===== src/hw/rtl/pfc_pkg.sv =====
// Shared constants, types and the CRC step function for the packet framer.
package pfc_pkg;

  localparam int unsigned PAYLOAD_BYTES = 13;
  localparam int unsigned CRC_STEPS     = 15;

  localparam int unsigned POS_W = $clog2(PAYLOAD_BYTES + 1);

  // CRC is split over two passes of the shared step unit
  localparam int unsigned CRC_STEPS_A = (CRC_STEPS > 8) ? 8 : CRC_STEPS;
  localparam int unsigned CRC_STEPS_B = CRC_STEPS - CRC_STEPS_A;

  localparam logic [7:0] PREAMBLE_BYTE = 8'hAA;
  localparam logic [7:0] SYNC_HI       = 8'h2D;
  localparam logic [7:0] SYNC_LO       = 8'hD4;
  localparam logic [7:0] CHAR_ZERO     = 8'd48;
  localparam logic [7:0] CHAR_X        = 8'h58;
  localparam logic [7:0] DEST_MAX      = 8'd9;

  localparam logic [7:0] SOURCE_ID_RST = 8'd49;
  localparam logic [7:0] CRC_MASK_RST  = 8'h99;

  localparam int unsigned CFG_IDX_W = 1;
  localparam logic [CFG_IDX_W-1:0] CFG_SOURCE_ID = 1'b0;
  localparam logic [CFG_IDX_W-1:0] CFG_CRC_MASK  = 1'b1;

  localparam int unsigned QUEUE_DEPTH = 4;
  localparam int unsigned QPTR_W      = $clog2(QUEUE_DEPTH);
  localparam int unsigned QCNT_W      = $clog2(QUEUE_DEPTH + 1);

  // preamble/sync beat counter, 0..4
  localparam int unsigned HDR_BEATS = 5;
  localparam int unsigned CNT_W     = $clog2(HDR_BEATS);
  localparam int unsigned POST_BEATS = 3;

  // one classified payload item
  typedef struct packed {
    logic [7:0] sent;
    logic [7:0] dchar;
    logic       first;
    logic       last;
  } pfc_entry_t;

  typedef enum logic [6:0] {
    ST_START = 7'b0000001,
    ST_PRE   = 7'b0000010,
    ST_PAY   = 7'b0000100,
    ST_SRC   = 7'b0001000,
    ST_DST   = 7'b0010000,
    ST_CRC   = 7'b0100000,
    ST_POST  = 7'b1000000
  } pfc_state_e;

  // up to eight right-shift CRC steps; data bits run out to zero
  function automatic logic [7:0] crc_run(logic [7:0] crc, logic [7:0] data,
                                         logic [7:0] mask, int unsigned steps);
    logic [7:0] c;
    logic [7:0] d;
    logic       fb;
    c = crc;
    d = data;
    for (int k = 0; k < 8; k++) begin
      if (k < steps) begin
        fb = c[0] ^ d[0];
        c  = {1'b0, c[7:1]} ^ (fb ? mask : 8'h00);
        d  = {1'b0, d[7:1]};
      end
    end
    return c;
  endfunction

endpackage


===== src/hw/rtl/pfc_front.sv =====
// Front end: accepts payload beats, tracks frame position and classifies items.
module pfc_front import pfc_pkg::*; (
  input  logic        clk_i,
  input  logic        rst_ni,
  input  logic        in_valid_i,
  input  logic [7:0]  payload_byte_i,
  input  logic [7:0]  dest_node_i,
  output logic        in_ready_o,
  input  logic        q_ready_i,
  output logic        push_o,
  output pfc_entry_t  entry_o
);

  logic [POS_W-1:0] pos_q, pos_d;
  logic             ended_q, ended_d;
  logic             first, last, zero_out;

  assign in_ready_o = q_ready_i;
  assign push_o     = in_valid_i & q_ready_i;

  assign first    = (pos_q == '0);
  assign last     = (pos_q == POS_W'(PAYLOAD_BYTES - 1));
  assign zero_out = (ended_q & ~first) | (payload_byte_i == 8'h00);

  always_comb begin
    entry_o.sent  = zero_out ? 8'h00 : payload_byte_i;
    entry_o.dchar = (dest_node_i <= DEST_MAX) ? (dest_node_i + CHAR_ZERO) : CHAR_X;
    entry_o.first = first;
    entry_o.last  = last;
  end

  always_comb begin
    pos_d   = pos_q;
    ended_d = ended_q;
    if (push_o) begin
      pos_d   = last ? '0 : pos_q + POS_W'(1);
      ended_d = ~last & zero_out;
    end
  end

  always_ff @(posedge clk_i or negedge rst_ni) begin
    if (!rst_ni) begin
      pos_q   <= '0;
      ended_q <= 1'b0;
    end else begin
      pos_q   <= pos_d;
      ended_q <= ended_d;
    end
  end

endmodule


===== src/hw/rtl/pfc_queue.sv =====
// Short FIFO of classified items between front and back.
module pfc_queue import pfc_pkg::*; (
  input  logic       clk_i,
  input  logic       rst_ni,
  input  logic       push_i,
  input  pfc_entry_t push_data_i,
  output logic       ready_o,
  input  logic       pop_i,
  output logic       head_valid_o,
  output pfc_entry_t head_o
);

  pfc_entry_t        mem_q [QUEUE_DEPTH];
  logic [QPTR_W-1:0] wr_q, wr_d, rd_q, rd_d;
  logic [QCNT_W-1:0] cnt_q, cnt_d;
  logic              do_push, do_pop;

  assign ready_o      = (cnt_q != QCNT_W'(QUEUE_DEPTH));
  assign head_valid_o = (cnt_q != '0);
  assign head_o       = mem_q[rd_q];

  assign do_push = push_i & ready_o;
  assign do_pop  = pop_i & head_valid_o;

  always_comb begin
    wr_d  = do_push ? wr_q + QPTR_W'(1) : wr_q;
    rd_d  = do_pop  ? rd_q + QPTR_W'(1) : rd_q;
    cnt_d = cnt_q + QCNT_W'(do_push) - QCNT_W'(do_pop);
  end

  always_ff @(posedge clk_i) begin
    if (do_push) begin
      mem_q[wr_q] <= push_data_i;
    end
  end

  always_ff @(posedge clk_i or negedge rst_ni) begin
    if (!rst_ni) begin
      wr_q  <= '0;
      rd_q  <= '0;
      cnt_q <= '0;
    end else begin
      wr_q  <= wr_d;
      rd_q  <= rd_d;
      cnt_q <= cnt_d;
    end
  end

endmodule


===== src/hw/rtl/pfc_back.sv =====
// Back end: beat sequencer, two-pass CRC unit and output register.
module pfc_back import pfc_pkg::*; (
  input  logic       clk_i,
  input  logic       rst_ni,
  input  logic       head_valid_i,
  input  pfc_entry_t head_i,
  output logic       pop_o,
  input  logic [7:0] source_id_i,
  input  logic [7:0] crc_mask_i,
  output logic       out_valid_o,
  input  logic       out_ready_i,
  output logic [7:0] out_byte_o,
  output logic       out_last_o,
  output logic       out_fend_o
);

  pfc_state_e       state_q, state_d;
  logic [CNT_W-1:0] cnt_q, cnt_d;
  logic [7:0]       crc_q, crc_d;
  logic             busy_q, busy_d;
  logic             valid_q, valid_d;
  logic [7:0]       byte_q, byte_d;
  logic             last_q, last_d;
  logic             fend_q, fend_d;

  logic       emit;
  logic       crc_start;
  logic       crc_clear;
  logic [7:0] crc_data;
  logic       do_pay;

  // CRC only idles between absorbed bytes, so every beat waits for it
  assign emit   = (~valid_q | out_ready_i) & head_valid_i & ~busy_q;
  assign do_pay = ((state_q == ST_START) & ~head_i.first) | (state_q == ST_PAY);

  always_comb begin
    state_d   = state_q;
    cnt_d     = cnt_q;
    valid_d   = valid_q & ~out_ready_i;
    byte_d    = byte_q;
    last_d    = last_q;
    fend_d    = fend_q;
    pop_o     = 1'b0;
    crc_start = 1'b0;
    crc_clear = 1'b0;
    crc_data  = head_i.sent;
    if (emit) begin
      valid_d = 1'b1;
      last_d  = 1'b0;
      fend_d  = 1'b0;
      if (do_pay) begin
        byte_d    = head_i.sent;
        crc_start = 1'b1;
        if (head_i.last) begin
          state_d = ST_SRC;
        end else begin
          last_d  = 1'b1;
          pop_o   = 1'b1;
          state_d = ST_START;
        end
      end else begin
        unique case (state_q)
          ST_START: begin
            byte_d    = PREAMBLE_BYTE;
            crc_clear = 1'b1;
            cnt_d     = CNT_W'(1);
            state_d   = ST_PRE;
          end
          ST_PRE: begin
            if (cnt_q == CNT_W'(HDR_BEATS - 2)) begin
              byte_d = SYNC_HI;
            end else if (cnt_q == CNT_W'(HDR_BEATS - 1)) begin
              byte_d = SYNC_LO;
            end else begin
              byte_d = PREAMBLE_BYTE;
            end
            cnt_d = cnt_q + CNT_W'(1);
            if (cnt_q == CNT_W'(HDR_BEATS - 1)) begin
              state_d = ST_PAY;
            end
          end
          ST_SRC: begin
            byte_d    = source_id_i;
            crc_data  = source_id_i;
            crc_start = 1'b1;
            state_d   = ST_DST;
          end
          ST_DST: begin
            byte_d    = head_i.dchar;
            crc_data  = head_i.dchar;
            crc_start = 1'b1;
            state_d   = ST_CRC;
          end
          ST_CRC: begin
            byte_d  = crc_q;
            cnt_d   = '0;
            state_d = ST_POST;
          end
          ST_POST: begin
            byte_d = PREAMBLE_BYTE;
            cnt_d  = cnt_q + CNT_W'(1);
            if (cnt_q == CNT_W'(POST_BEATS - 1)) begin
              last_d  = 1'b1;
              fend_d  = 1'b1;
              pop_o   = 1'b1;
              state_d = ST_START;
            end
          end
          default: begin
            state_d = ST_START;
          end
        endcase
      end
    end
  end

  // first pass takes the data bits, second pass runs on with zero data
  always_comb begin
    crc_d  = crc_q;
    busy_d = 1'b0;
    if (crc_clear) begin
      crc_d = 8'h00;
    end else if (crc_start) begin
      crc_d  = crc_run(crc_q, crc_data, crc_mask_i, CRC_STEPS_A);
      busy_d = (CRC_STEPS_B != 0);
    end else if (busy_q) begin
      crc_d = crc_run(crc_q, 8'h00, crc_mask_i, CRC_STEPS_B);
    end
  end

  always_ff @(posedge clk_i or negedge rst_ni) begin
    if (!rst_ni) begin
      state_q <= ST_START;
      cnt_q   <= '0;
      crc_q   <= '0;
      busy_q  <= 1'b0;
      valid_q <= 1'b0;
    end else begin
      state_q <= state_d;
      cnt_q   <= cnt_d;
      crc_q   <= crc_d;
      busy_q  <= busy_d;
      valid_q <= valid_d;
    end
  end

  always_ff @(posedge clk_i) begin
    byte_q <= byte_d;
    last_q <= last_d;
    fend_q <= fend_d;
  end

  assign out_valid_o = valid_q;
  assign out_byte_o  = byte_q;
  assign out_last_o  = last_q;
  assign out_fend_o  = fend_q;

endmodule


===== src/hw/rtl/packet_framer_crc_tx_core.sv =====
// The first output beat of an item is registered from the queue head that the accepting edge
// wrote, with the queue empty and the back end idle.
// Per item: a middle payload item is a payload beat and two CRC passes of 8 and 7 steps;
// the first item of a frame is 5 header beats, its payload beat and the second CRC pass, the
// final one has three CRC updates that each take two passes; the 4-entry queue absorbs
// input bursts.
// Reset: source_id = 49, crc_mask = 0x99, queue empty, frame position and CRC at zero.
module packet_framer_crc_tx_core import pfc_pkg::*; (
  input  logic                 clk_i,
  input  logic                 rst_ni,
  input  logic                 s_axis_tvalid,
  output logic                 s_axis_tready,
  input  logic [15:0]          s_axis_tdata,  // [7:0] payload_byte, [15:8] dest_node
  output logic                 m_axis_tvalid,
  input  logic                 m_axis_tready,
  output logic [7:0]           m_axis_tdata,  // [7:0] tx_byte
  output logic                 m_axis_tlast,  // last_of_run
  output logic                 m_axis_tuser,  // [0] frame_end
  input  logic                 cfg_we_i,
  input  logic [CFG_IDX_W-1:0] cfg_idx_i,
  input  logic [7:0]           cfg_wdata_i
);

  logic [7:0] source_id_q, source_id_d;
  logic [7:0] crc_mask_q, crc_mask_d;

  logic       q_ready, q_push, q_pop, q_head_valid;
  pfc_entry_t q_in, q_head;

  always_comb begin
    source_id_d = source_id_q;
    crc_mask_d  = crc_mask_q;
    if (cfg_we_i) begin
      unique case (cfg_idx_i)
        CFG_SOURCE_ID: source_id_d = cfg_wdata_i;
        CFG_CRC_MASK:  crc_mask_d  = cfg_wdata_i;
        default: ;
      endcase
    end
  end

  always_ff @(posedge clk_i or negedge rst_ni) begin
    if (!rst_ni) begin
      source_id_q <= SOURCE_ID_RST;
      crc_mask_q  <= CRC_MASK_RST;
    end else begin
      source_id_q <= source_id_d;
      crc_mask_q  <= crc_mask_d;
    end
  end

  pfc_front u_front (
    .clk_i,
    .rst_ni,
    .in_valid_i     (s_axis_tvalid),
    .payload_byte_i (s_axis_tdata[7:0]),
    .dest_node_i    (s_axis_tdata[15:8]),
    .in_ready_o     (s_axis_tready),
    .q_ready_i      (q_ready),
    .push_o         (q_push),
    .entry_o        (q_in)
  );

  pfc_queue u_queue (
    .clk_i,
    .rst_ni,
    .push_i       (q_push),
    .push_data_i  (q_in),
    .ready_o      (q_ready),
    .pop_i        (q_pop),
    .head_valid_o (q_head_valid),
    .head_o       (q_head)
  );

  pfc_back u_back (
    .clk_i,
    .rst_ni,
    .head_valid_i (q_head_valid),
    .head_i       (q_head),
    .pop_o        (q_pop),
    .source_id_i  (source_id_q),
    .crc_mask_i   (crc_mask_q),
    .out_valid_o  (m_axis_tvalid),
    .out_ready_i  (m_axis_tready),
    .out_byte_o   (m_axis_tdata),
    .out_last_o   (m_axis_tlast),
    .out_fend_o   (m_axis_tuser)
  );

  // frame end always closes the run of the final item
  a_fend_is_last: assert property (@(posedge clk_i) disable iff (!rst_ni)
    m_axis_tvalid && m_axis_tuser |-> m_axis_tlast)
    else $error("frame end beat without tlast");

  // back end only retires items that are present
  a_pop_has_head: assert property (@(posedge clk_i) disable iff (!rst_ni)
    q_pop |-> q_head_valid)
    else $error("queue pop while empty");

  // input stalls only when the queue holds work
  a_stall_has_work: assert property (@(posedge clk_i) disable iff (!rst_ni)
    !s_axis_tready |-> q_head_valid)
    else $error("input stalled with empty queue");

  // each retired item ends a run on the next beat
  a_pop_ends_run: assert property (@(posedge clk_i) disable iff (!rst_ni)
    q_pop |=> m_axis_tvalid && m_axis_tlast)
    else $error("item retired without run end beat");

endmodule


===== config.mk =====
export PLATFORM = sky130hd
export DESIGN_NAME = packet_framer_crc_tx_core
export DESIGN_NICKNAME = d
export VERILOG_FILES = /design/src/hw/rtl/pfc_pkg.sv /design/src/hw/rtl/pfc_front.sv /design/src/hw/rtl/pfc_queue.sv /design/src/hw/rtl/pfc_back.sv /design/src/hw/rtl/packet_framer_crc_tx_core.sv
export SDC_FILE = /design/constraint.sdc
export NUM_CORES = 1
export LEC_CHECK = 0
export ABC_CLOCK_PERIOD_IN_PS = 5000
export BUFFER_PORTS_ARGS = -buffer_cell sky130_fd_sc_hd__buf_2
export CAP_MARGIN = 10
export CORE_MARGIN = 1
export CORE_UTILIZATION = 35
export DETAILED_ROUTE_END_ITERATION = 8
export HOLD_SLACK_MARGIN = 0.08
export REMOVE_ABC_BUFFERS = 1
export SLEW_MARGIN = 20
export SYNTH_ARGS = -nofsm -noshare
export SYNTH_HDL_FRONTEND = slang
export SYNTH_HIERARCHICAL = 1
export SYNTH_SLANG_ARGS = --single-unit

===== constraint.sdc =====
create_clock -name clk_i -period 5 [get_ports clk_i]
set_input_delay 0 -clock clk_i [delete_from_list [all_inputs] [get_ports clk_i]]
set_output_delay 0 -clock clk_i [all_outputs]
set_load 0.01 [all_outputs]

==> impl.org <==
** Placement
- Summing all placed instances gives a cell area of 9329 sq um.
- Buffers added on ports :: 41
- In this run, placement finished with an instance count of approximately 1.2k.
- DP Wirelength :: 15430 um
- At the end of routability-driven placement, the weighted congestion stood at around 0.84.

** Floorplan
- Total die area :: 25500 sq um
- Die Width :: between 150 and 200 um
- Floorplan die height :: ~160 um
- Initial standard-cell utilization of the core :: 0.3579
- Row generation in the floorplan step produced 57 rows.
- The total area inside the core boundary comes to between 20000 and 25000 sq um.
- 42 I/O pins were placed.

** STA
- Post-route clock period utilization :: 0.9692
- Final slew viol count :: 0
- Final hold viol count :: 0
- In this run the tightest slew margin relative to its limit is 0.3186.
- Setup violations remaining at the end of the flow were counted as 0.
- Post-route minimum period :: approximately 4.8 ns
- Derived from the worst setup path, the maximum achievable clock frequency is 206.4 MHz.
- At the pin with the least slew margin, the transition time is between 1 and 1.5 ns.
- Clock skew after layout :: approximately 0.011 ns

** Setup path
- Nature of the critical path endpoint :: flip-flop
- Origin of the critical flop-to-flop path :: u_queue/rd_q[0]$_DFFE_PN0P_
- Of all nets on the critical path, the largest fanout is 7.
- Path type of the worst setup path :: reg -> reg
- Depth of the worst register-to-register path :: 16
- For the worst setup path, the data arrival time is 5.15 ns.
- Type of origin of the critical path :: flip-flop
- WP data required :: around 5.3 ns
- Tracing the worst setup path back leads to its startpoint at u_queue/rd_q[0]$_DFFE_PN0P_.

** Detailed routing
- The detail route stage leaves a number of antenna-violating nets equal to 0.
- For this block, the routed nets add up to around 22000 um of wire.
- Number of DRC violations after detailed routing :: 0
- Summing over every cut layer, the via total after detailed routing is 6662.
- Dividing the detail-routed via count by the number of cells gives approximately 5.3.
- Violation count after the first detailed-route iteration :: 629
- In the final routed layout, each cell accounts on average for 17.92 um.
- The first TritonRoute pass finished after 5 iterations.

** Flow run
- Number of max-cap violations :: 0

** GRT
- Largest net degree at the start of global routing :: 49
- The number of antenna violations at the first check in global routing was 0.
- For this run, global-route usage on met2 was measured as 0.2956.
- Met3 Resource Use GR :: 0.02961
- Number of global-route vias before repair :: roughly 6.4k
- In the global route stage, met1 resource usage came out at 0.2349.
- The first global-routing pass estimated about 35000 um of wire.
- Sum of overflow across all layers after global routing :: 0
- The global routing stage identified its most utilized layer as met2.
- Total routing usage reported by global routing :: 0.1771

** CTS
- TritonCTS clock tree :: yes
- Worst-Skew Late Latency :: ~0.43 ns
- Counting the buffers created by CTS gives 17.
- Largest buffer count on any clock path :: 2
- Clk slew on worst S/H paths :: 0.06 ns
- The H-tree was split into 4 levels.
- Number of sinks driven by the clock tree :: 130
- Clock tree root buffer cell :: clkbuf_16

** Final layout
- In the final layout, the multi-input gates occupy ~4700 sq um.
- Fill cells :: 2327
- Summing all non-filler instances in the final layout gives an area of just over 10000 sq um.
- Area grow syn2layout :: 19.29%
- In the final layout, the share of cells above drive strength 1 is 0.2216.
- The number of antenna diodes in the final layout is 0.
- Excluding fillers, the count of instances in the completed layout stands at between 1k and 1.5k.
- Sequential cell area :: ~3700 sq um
- Number of nets in the layout :: 956

** Synth
- The share of synthesized area in the top cell type comes to 0.2829.
- Top flip-flop cell by instance count after synthesis :: edfxtp_1
- After synthesis, the mean cell area works out to roughly 10 sq um.
- In the post-synthesis netlist, the cell with the most instances is nand2_1.
- Seq/Total Area, Yosys :: 0.4221
- In the synthesized netlist the async set-or-reset flop fraction comes to 0.3692.
- Cell count after synthesis :: between 800 and 900
- Leading cell types by count after synthesis :: 111 x nand2_1, 82 x edfxtp_1, 68 x xnor2_1
- The Yosys step of the flow raised 6 warnings.
- Number of flip-flops and latches in the synthesized netlist :: between 100 and 150
- The synthesized netlist occupies a cell area of around 8700 sq um.
- Cell taking the most area after synthesis :: edfxtp_1
- Count of flip-flops with a built-in enable after synthesis :: 82
- The netlist uses slightly above 90 different library cells.
- Sorting the synthesized cells by area gives the leading types as edfxtp_1 28%, dfrtp_1 12%, xnor2_1 6.8%.

** Run status
- The run finished with clean final reports.

** Min path
- In this run the worst hold path is classified as in -> async.
-- cell usage in the layout (no fill, tap or decap), types with 12 or more instances in the layout --
cell           count
nand2_1          111
edfxtp_1          82
xnor2_1           68
o21ai_0           48
buf_2             41
dfrtp_1           40
nor2_1            39
buf_4             37
dlygate4sd3_1     33
inv_1             27
a21oi_1           23
xor2_1            20
mux4_2            18
clkbuf_16         17
nand3_1           16
o21ai_1           16
and2_1            14
a22o_1            13
a32oi_1           13
ha_1              13
nand2b_1          12
-- cell families (layout without fill, tap and decap cells) --
| logic type | Yosys count | in the layout | share of synthesized area |
|---|---|---|---|
| adder cells (fa/ha/maj) | 14 | 14 | 0.02099 |
| AO/OA/AOI/OAI | 191 | 191 | 0.1556 |
| flip-flops | 130 | 130 | 0.4221 |
| XOR/XNOR | 99 | 99 | 0.1121 |
| multiplexers | 43 | 43 | 0.08137 |
| buffers and inverters | 80 | 174 | 0.04284 |
| AND/OR/NAND/NOR | 273 | 273 | 0.1646 |
| other | 1 | 1 | 0.0004309 |
-- final cells by class --
type | instances | share of cell area
Multi-Input combinational cell | 621 | 0.4536
Sequential cell | 130 | 0.3538
Inverter | 29 | 0.01048
Timing Repair Buffer | 113 | 0.08219
Clock buffer | 18 | 0.04134
Clock inverter | 14 | 0.01952
Tap cell | 324 | 0.03905
-- per-stage QoR --
stage	utilization	setup TNS, ns	setup slack [ns]	hold WS (ns)
2_1_floorplan	-	-1.089	-0.1684	-0.2956
3_3_place_gp	0.3836	0	0.2046	0.1537
3_5_place_dp	0.3836	0	0.1164	0.1535
4_1_cts	0.4232	0	0.08588	0.2293
5_1_grt	0.4269	-0.1726	-0.07483	0.2766
6_report	0.4269	0	0.1542	0.2094
-- state kept, by name (all words and copies together) (netlist names), 3 cells and up --
register,count
u_back/crc_q,8
u_queue/mem_q,72
u_front/pos_q,4
crc_mask_q,8
u_back/state_q,7
u_back/cnt_q,3
u_back/out_byte_o,8
u_queue/cnt_q,3
source_id_q,8
-- worst paths after layout --
path / end / slack [ns]
setup / recovery: u_back/crc_q[0]$_DFFE_PN0P_ / 0.15
max in group asynchronous: u_back/cnt_q[1]$_DFFE_PN0P_ / 4.32
hold / removal: u_back/crc_q[3]$_DFFE_PN0P_ / 0.21
hold reg to reg: source_id_q[2]$_DFFE_PN0P_ / 0.53
setup reg to reg: u_back/crc_q[0]$_DFFE_PN0P_ / 0.15
min in group clk_i: crc_mask_q[1]$_DFFE_PN0P_ / 0.37
-- metal layers --
layer	routed length, um	part of all wire	vias up
met4	344	0.015	0
met5	0	0	-
met3	993	0.044	23
met2	10880	0.49	172
met1	10160	0.45	3285
li1	-	-	3182
-- worst max-delay path: stages, from the launching register on --
cell     delay, ns
dfrtp_1       0.44
mux4_2        0.54
and3b_1       0.23
o21a_1        0.20
or2_2         0.35
o31ai_2       0.37
a22o_1        0.31
a211o_1       0.23
nand4_2       0.23
o211a_1       0.33
xnor3_1       0.42
xnor2_1       0.15
a21oi_1       0.32
o21a_2        0.25
o21ai_1       0.10
xnor2_1       0.16
a21oi_1       0.09
-- what timing repair did --
action / 4_1_cts / 5_1_grt
gates resized for setup: 0 / 8
hold buffers: 33 / 0
setup buffers: 0 / 6
setup endpoints to repair: 0 / 8
endpoints found under the hold margin: 116 / 0
Power is left out: the tool's default activity adds up to more than one toggle a clock period on the data nets, which glitch-free logic cannot reach.
